==> config.mk <==
export PLATFORM = sky130hd
export DESIGN_NAME = api_frame_receiver_checksum
export DESIGN_NICKNAME = d
export VERILOG_FILES = /design/src/afrc_pkg.sv /design/src/afrc_step.sv /design/src/api_frame_receiver_checksum.sv
export SDC_FILE = /design/constraint.sdc
export NUM_CORES = 1
export LEC_CHECK = 0
export CAP_MARGIN = 0
export CORE_AREA = 2 2 96 98
export DETAILED_ROUTE_END_ITERATION = 12
export DIE_AREA = 0 0 98 100
export DONT_BUFFER_PORTS = 1
export GPL_TIMING_DRIVEN = 1
export PLACE_DENSITY = 0.7
export SLEW_MARGIN = 40
export SYNTH_ARGS = -nofsm -noshare
export SYNTH_HDL_FRONTEND = slang
export SYNTH_SLANG_ARGS = --single-unit
export TNS_END_PERCENT = 20
==> constraint.sdc <==
create_clock -name clk -period 8.2 [get_ports clk]
set_clock_uncertainty 0.05 [all_clocks]
set_input_delay 1.64 -clock clk [delete_from_list [all_inputs] [get_ports clk]]
set_output_delay 1.64 -clock clk [all_outputs]
set_load 0.02 [all_outputs]
==> src/afrc_pkg.sv <==
// ----------------------------------------------------------------------------
// afrc_pkg: shared types and constants of the API frame receiver
// Frame layout constants, the per-frame tracking state and the result item.
// ----------------------------------------------------------------------------
package afrc_pkg;

  localparam int MAX_FRAME = 128;
  localparam int POS_W     = $clog2(MAX_FRAME);
  localparam int BYTE_W    = 8;
  localparam int TOTAL_W   = 9;

  localparam logic [BYTE_W-1:0]  DELIMITER   = 8'h7E;
  localparam logic [BYTE_W-1:0]  LEN_HIGH    = 8'h00;
  localparam logic [BYTE_W-1:0]  TYPE_RESET  = 8'h10;
  localparam logic [BYTE_W-1:0]  CHECK_BASE  = 8'hFF;
  localparam logic [POS_W-1:0]   POS_TYPE    = POS_W'(3);
  localparam logic [TOTAL_W-1:0] FRAME_EXTRA = TOTAL_W'(4);

  typedef struct packed {
    logic [BYTE_W-1:0]  hist0;
    logic [BYTE_W-1:0]  hist1;
    logic [BYTE_W-1:0]  hist2;
    logic [POS_W-1:0]   pos;
    logic [TOTAL_W-1:0] total;
    logic [BYTE_W-1:0]  sum;
    logic [BYTE_W-1:0]  type_byte;
  } frame_state_t;

  typedef struct packed {
    logic               frame_end;
    logic               frame_valid;
    logic [TOTAL_W-1:0] frame_bytes;
    logic [POS_W-1:0]   byte_position;
    logic [BYTE_W-1:0]  computed_check;
  } frame_result_t;

endpackage

==> src/afrc_step.sv <==
// ----------------------------------------------------------------------------
// afrc_step: frame tracking logic for one received byte
// Computes the next tracking state and the result item from the current
// state, the received byte and the expected frame type.
// ----------------------------------------------------------------------------
module afrc_step (
  input  afrc_pkg::frame_state_t       state_i,
  input  logic [afrc_pkg::BYTE_W-1:0]  rx_byte,
  input  logic [afrc_pkg::BYTE_W-1:0]  expected_type,
  output afrc_pkg::frame_state_t       state_o,
  output afrc_pkg::frame_result_t      result_o
);

  logic                          resync;
  logic [afrc_pkg::POS_W-1:0]    pos;
  logic                          at_type;
  logic [afrc_pkg::BYTE_W-1:0]   prev_sum;
  logic [afrc_pkg::BYTE_W-1:0]   sum_new;
  logic [afrc_pkg::TOTAL_W-1:0]  total;
  logic [afrc_pkg::POS_W:0]      next_pos;
  logic                          frame_done;
  logic                          at_limit;
  logic [afrc_pkg::BYTE_W-1:0]   check;

  // A delimiter and a zero length byte followed by the expected type byte
  // restart the frame at the type position, whatever the current position.
  assign resync   = (state_i.hist2 == afrc_pkg::DELIMITER) &&
                    (state_i.hist1 == afrc_pkg::LEN_HIGH) &&
                    (rx_byte == expected_type);
  assign pos      = resync ? afrc_pkg::POS_TYPE : state_i.pos;
  assign at_type  = (pos == afrc_pkg::POS_TYPE);
  assign prev_sum = at_type ? '0 : state_i.sum;
  assign sum_new  = prev_sum + rx_byte;
  assign total    = at_type ? ({1'b0, state_i.hist0} + afrc_pkg::FRAME_EXTRA)
                            : state_i.total;
  assign next_pos = {1'b0, pos} + (afrc_pkg::POS_W+1)'(1);
  assign frame_done = (next_pos > (afrc_pkg::POS_W+1)'(afrc_pkg::POS_TYPE)) &&
                      (afrc_pkg::TOTAL_W'(next_pos) == total);
  assign at_limit = (next_pos >= (afrc_pkg::POS_W+1)'(afrc_pkg::MAX_FRAME));
  assign check    = afrc_pkg::CHECK_BASE - prev_sum;

  always_comb begin
    state_o           = state_i;
    state_o.type_byte = at_type ? rx_byte : state_i.type_byte;
    if (frame_done || at_limit) begin
      state_o.hist0 = '0;
      state_o.hist1 = '0;
      state_o.hist2 = '0;
      state_o.pos   = '0;
      state_o.total = '0;
      state_o.sum   = '0;
    end else begin
      state_o.hist2 = state_i.hist1;
      state_o.hist1 = state_i.hist0;
      state_o.hist0 = rx_byte;
      state_o.pos   = next_pos[afrc_pkg::POS_W-1:0];
      state_o.total = total;
      state_o.sum   = sum_new;
    end
  end

  always_comb begin
    result_o.frame_end      = frame_done;
    result_o.frame_valid    = frame_done && (check == rx_byte) &&
                              (state_o.type_byte == expected_type);
    result_o.frame_bytes    = total;
    result_o.byte_position  = state_o.pos;
    result_o.computed_check = frame_done ? check : '0;
  end

endmodule

==> src/api_frame_receiver_checksum.sv <==
// ----------------------------------------------------------------------------
// api_frame_receiver_checksum: API frame receiver with checksum check
// Follows delimiter, length, type, data and checksum bytes of an API frame
// and reports at the last byte whether checksum and frame type matched.
//
//   channel | ports                                   | direction
//   --------+-----------------------------------------+----------
//   in      | in_valid, in_ready, in_rx_byte          | input
//   out     | out_valid, out_ready, out_frame_end,    | output
//           | out_frame_valid, out_frame_bytes,       |
//           | out_byte_position, out_computed_check   |
//   cfg     | cfg_valid, cfg_ready, cfg_expected_type | input
//
// One item per cycle unless stalled; its result appears in the cycle after
// acceptance in the output register, fed by the single frame tracking pass.
// A new item is accepted while the output register is empty or being taken.
// Reset clears the frame state and sets the expected type to 0x10.
// The configuration write port is always ready.
// ----------------------------------------------------------------------------
module api_frame_receiver_checksum (
  input  logic                          clk,
  input  logic                          rst_n,
  input  logic                          in_valid,
  output logic                          in_ready,
  input  logic [afrc_pkg::BYTE_W-1:0]   in_rx_byte,
  output logic                          out_valid,
  input  logic                          out_ready,
  output logic                          out_frame_end,
  output logic                          out_frame_valid,
  output logic [afrc_pkg::TOTAL_W-1:0]  out_frame_bytes,
  output logic [afrc_pkg::POS_W-1:0]    out_byte_position,
  output logic [afrc_pkg::BYTE_W-1:0]   out_computed_check,
  input  logic                          cfg_valid,
  output logic                          cfg_ready,
  input  logic [afrc_pkg::BYTE_W-1:0]   cfg_expected_type
);

  afrc_pkg::frame_state_t   state_r;
  afrc_pkg::frame_state_t   state_nxt;
  afrc_pkg::frame_result_t  result_r;
  afrc_pkg::frame_result_t  result_nxt;
  logic                     out_valid_r;
  logic [afrc_pkg::BYTE_W-1:0] expected_type_r;
  logic                     in_accept;

  assign in_ready  = !out_valid_r || out_ready;
  assign in_accept = in_valid && in_ready;
  assign cfg_ready = 1'b1;

  afrc_step u_step (
    .state_i       (state_r),
    .rx_byte       (in_rx_byte),
    .expected_type (expected_type_r),
    .state_o       (state_nxt),
    .result_o      (result_nxt)
  );

  always_ff @(posedge clk) begin
    if (!rst_n) begin
      state_r         <= '0;
      out_valid_r     <= 1'b0;
      expected_type_r <= afrc_pkg::TYPE_RESET;
    end else begin
      if (in_accept) begin
        state_r <= state_nxt;
      end
      if (in_accept) begin
        out_valid_r <= 1'b1;
      end else if (out_ready) begin
        out_valid_r <= 1'b0;
      end
      if (cfg_valid) begin
        expected_type_r <= cfg_expected_type;
      end
    end
  end

  always_ff @(posedge clk) begin
    if (in_accept) begin
      result_r <= result_nxt;
    end
  end

  assign out_valid          = out_valid_r;
  assign out_frame_end      = result_r.frame_end;
  assign out_frame_valid    = result_r.frame_valid;
  assign out_frame_bytes    = result_r.frame_bytes;
  assign out_byte_position  = result_r.byte_position;
  assign out_computed_check = result_r.computed_check;

endmodule

* After elaboration in Yosys (flattened, before gate mapping)
Index checks and enable logic that the tools add are counted.
** Word-level totals
- Bits in registers :: 91
- Input port bits :: 21
- Output and inout port bits :: 29
- Word-level logic and storage cells :: 44
** Operators by class
- Add/subtract/negate cells :: 4
- Magnitude comparators :: 2
- Equality and inequality tests :: 6
- Mux-type cells :: 7
- Reductions and logical operators :: 11
** Operators by type and width (number)
- $mux 48 :: 1
- $eq 8x8->1 :: 3
- $mux 8 :: 2
- $add 8x3->9 const B :: 1
- $eq 8x9->1 :: 1
- $mux 9 :: 1
- $add 7x1->8 const B :: 1
- $add 8x8->8 :: 1
- $eq 8x7->1 const B :: 1
- $ge 8x8->1 const B :: 1
- $gt 8x2->1 const B :: 1
- $logic_not 8->1 :: 1
- $sub 8x8->8 const A :: 1
- $eq 7x2->1 const B :: 1
- $mux 7 :: 1
- $logic_and 1x1->1 :: 6
- $logic_or 1x1->1 :: 2
- $mux 1 :: 2
- $reduce_bool 2->1 :: 1
- $logic_not 1->1 :: 1

* Longest topological paths before layout
- Depth in word-level cells :: 10
- Depth in mapped cells :: 26
- Mapped depth without buffers :: 19

* Modules after synthesis
A second synthesis with hierarchy kept.
** Second synthesis, totals
- Cell total of the unflattened synthesis :: 630
- Area total of the unflattened synthesis :: 5439.0 sq um
** By module, submodules not included
- api_frame_receiver_checksum :: times used 1, cells each 302, area each 3349.5 sq um, sequential area each 2082.0 sq um
- afrc_step :: times used 1, cells each 328, area each 2089.5 sq um, sequential area each 0.0 sq um

* Least setup slack after synthesis
Ideal clock, no wire load.
- Kind :: input port to flip-flop
- Start :: input in_rx_byte[4] (netlist bit)
- End :: register state_r[15] (netlist bit)
- Library setup time :: 0.062 ns
- Data arrival time :: 6.089 ns
- Path slack :: 1.999 ns
- Stages on the path :: 25
- Buffers on the path :: 7
- Path through :: buf_4 xnor2_1 and4_1 clkbuf_1 and3_1 clkbuf_1 nor2_1 inv_1 ha_1 clkbuf_1 nor3b_2 a41oi_1 clkbuf_1 clkbuf_1 clkbuf_1 and2_1 ha_1 a21o_1 a21oi_1 o21ai_1 a31oi_1 nand2_1 maj3_1 a41oi_1 a32o_1
** Between the ends
- Word-level cells in the longest chain between the ends :: 9
- Elaborated cells on any way between the ends :: 14
- Those cells by class :: 2 x add/sub; 2 x order compare; 3 x eq/ne; 4 x mux; 3 x reduce/logical
** Ends and longest elaborated chain
- start, declared :: RTL line api_frame_receiver_checksum.sv:25 : input logic [afrc_pkg::BYTE_W-1:0] in_rx_byte,
- parallel branches: the longest is 8 deep, another holds $add 7x1->8
- $mux 48 (*) :: RTL line afrc_step.sv:45 : if (frame_done || at_limit) begin
- end signal, assigned :: RTL line api_frame_receiver_checksum.sv:65 : state_r <= state_nxt;
- end, declared :: RTL line api_frame_receiver_checksum.sv:38 : afrc_pkg::frame_state_t state_r;
Every way passes the cells marked *.
A chain may end at the register's enable or synchronous reset.

* Worst setup path in the final report
Same ends and word-level chain as after synthesis.

==> results.ini <==
[run_status]
outcome=finished clean

[setup_path]
startpoint_type=primary input
crit_type=primary input to register
end_kind=register
worstPathCellList=xnor2_1, and4_1, and3_1, nor2_1, inv_1, ha_1, nor3b_2, a41oi_2, buf_4, and2_1, ha_1, a21o_1, a21oi_1, o21ai_1, a31oi_1, nand2_1, maj3_1, a41oi_1, a32o_1
worstPathRequired_ns=8.46
crit_slowest_cell=ha_1
max_stage_delay_ns=0.52
critical-path-top-delay-family=simple AND/OR/NAND/NOR gates
r2r_setup_slack_ns=2.54
critPathMaxFanout=38
path_common_cell=ha_1
crit_arrival_ns=6.55
crit_buf_inv=2

[synthesis]
synth_edf_count=26
synthCells=515
synth_compound_area_frac=0.201
synth_area_mm2=0.00474
synth_cell_type_count=60
ys_seq_elements=91
synth-simple-area-share=0.174
synthMuxAreaShare=0.0454
syn_nets=542
synth-warning-count=0
synth_top_family_by_area=compound AO/OA/AOI/OAI gates
synthFlopType=dfxtp_1
synth-xor-area-share=0.0665
postSynthAreaPerCell_um2=9.21
async_flop_share=0
yosys.area_share.adder=0.0200
synth_seq_area_share=0.439

[cells_and_area]
n_fill_cell=795
seqCellArea_mm2=0.00208
drive_above_1_share=0.0630
multi_input_area_mm2=0.00242
fin_nets=514
layoutNonFillerInstCount=603
area_delta_synth_final_pct=3.11
antenna_cells=0

[clocking]
cts_hold_buf=0
post_cts_resized=0
htreeDepth=3
clock-root-buffer=clkbuf_8
clk_path_buf_depth=2
postCtsSetupRepairBufs=0
insertion_delay_ns=0.36
cts_made_buffers=9
cts_tree=done
cts.sinks=91
cts.clk_slew.worst_paths_ns=0.09

[route]
vias=3735
viasPerCell=6.19
ant_nets=0
drt-pass1-iter-count=5
wirelength_um=10900
wl_per_cell_um=18.1
drc=0
drt_iter0_drc=195

[global_routing]
overflow=0
grt_pass1_vias=3399
grt_usage=0.227
antenna_found_initial=0
grt_pass1_wl_um=17800
grt_max_degree=42

[timing]
hold_violations=0
rsz0062_at_grt=false
setup_tns_ns=0
fmax_ghz=0.159
tightest_slew_ns=0.782
slew_headroom=0.477
post-route-min-period_ns=6.28
setup_viol=0
slew_violations=0
period_share=0.766

[place]
gp_congestion=0.965
dpl.hpwl_um=7650
portBuffers=0
numPlacedInstances=587

[job]
cap_viol_max_count=0

[power_and_ir_drop]
irDropWorstVdd_mv=0.0947
p_leak_nw=1.81
p_per_area_mw_per_mm2=185

[floorplanning]
rows=35
ioPinCount=50
die_h_um=100
die_w_um=98
core_mm2=0.00889
start_util=0.534
die_area_mm2=0.00980

[hold_path]
hp-class=register to register

per-stage QoR:
step | util | area [um2] | hold slack, ns | setup slack [ns] | power (mW)
2_1_floorplan | - | 4740 | 0.373 | 2.00 | 0.610
3_3_place_gp | 0.530 | 4710 | 0.382 | 1.48 | 0.625
3_5_place_dp | 0.530 | 4710 | 0.387 | 1.62 | 0.629
4_1_cts | 0.550 | 4890 | 0.400 | 2.00 | 0.908
5_1_grt | 0.550 | 4890 | 0.423 | 1.50 | 0.945
6_report | 0.550 | 4890 | 0.397 | 1.92 | 0.904
report_power, final:
group	switching, mW	internal, mW	leakage [nW]
logic	0.0619	0.0432	0.920
registers	0.0323	0.483	0.791
clock network	0.163	0.120	0.0946
total	0.257	0.647	1.81
placed cells by master (no fill, tap or decap), types with 4 or more instances in the layout:
cell type,instances
dfxtp_1,65
nand2_1,57
a22o_1,33
nor2_1,30
edfxtp_1,26
a21oi_1,23
o21ai_1,22
o21ai_0,22
xnor2_1,19
xor2_1,17
mux2i_1,17
nand3_1,16
inv_1,10
clkbuf_8,10
nand4_1,9
and3_1,9
nand2b_1,8
and4_1,6
nor3_1,6
ha_1,6
nor4_1,5
o211ai_1,5
and2_1,5
a31oi_1,5
a211oi_1,4
a32oi_1,4
sequential cells by signal, indices dropped and copies added (netlist names):
name,flops
state_r,56
out_frame_valid,1
expected_type_r,8
out_byte_position,7
out_frame_bytes,9
out_computed_check,8
out_frame_end,1
out_valid,1
logic make-up (layout without fill, tap and decap cells):
kind of cell | Yosys count | count (layout)
compound gates | 139 | 139
fa+ha+maj | 8 | 8
simple gates | 165 | 165
xor+xnor | 36 | 36
mux | 20 | 20
buf+inv | 55 | 32
other cells | 1 | 1
flops | 91 | 91
worst paths after layout:
kind                       from           to  depth (start not counted)
setup / recovery  in_rx_byte[4]  state_r[15]                         19
hold / removal      state_r[14]  state_r[14]                          2
setup reg to reg    state_r[46]  state_r[15]                         19
hold reg to reg     state_r[14]  state_r[14]                          2
synthesized netlist by cell type, types with 11 or more instances:
cell,instances,area share
dfxtp_1,65,0.27
a21oi_1,23,0.024
inv_1,11,0.0087
a22o_1,33,0.061
nand3_1,16,0.017
clkbuf_1,30,0.024
mux2i_1,17,0.036
o21ai_1,22,0.023
xor2_1,17,0.031
o21ai_0,22,0.023
nor2_1,31,0.025
nand2_1,57,0.045
xnor2_1,19,0.035
edfxtp_1,26,0.16
routing by layer:
| layer | up-vias | global-route usage | wire length [um] | share of wire |
|---|---|---|---|---|
| li1 | 1822 | - | - | - |
| met2 | 112 | 0.354 | 5030 | 0.46 |
| met4 | 0 | 0.0630 | 149 | 0.014 |
| met3 | 14 | 0.0585 | 615 | 0.056 |
| met1 | 1787 | 0.315 | 5150 | 0.47 |
| met5 | - | 0 | 0 | 0 |
worst register-to-register path, cell delays in order, from the launching register on:
cell	delay, ns
dfxtp_1	0.33
nor4b_1	0.45
and4_1	0.41
and3_1	0.48
nor2_1	0.12
inv_1	0.12
ha_1	0.52
nor3b_2	0.33
a41oi_2	0.14
buf_4	0.38
and2_1	0.25
ha_1	0.25
a21o_1	0.19
a21oi_1	0.25
o21ai_1	0.17
a31oi_1	0.30
nand2_1	0.13
maj3_1	0.37
a41oi_1	0.21
a32o_1	0.17
area by class of cell:
| cell class | count | share of cell area |
|---|---|---|
| Tap cell | 111 | 0.0284 |
| Sequential cell | 91 | 0.426 |
| Clock inverter | 5 | 0.00716 |
| Timing Repair Buffer | 3 | 0.00460 |
| Inverter | 13 | 0.00998 |
| Clock buffer | 11 | 0.0289 |
| Multi-Input combinational cell | 369 | 0.495 |
Note: power is estimated with default switching activity, not from simulation.
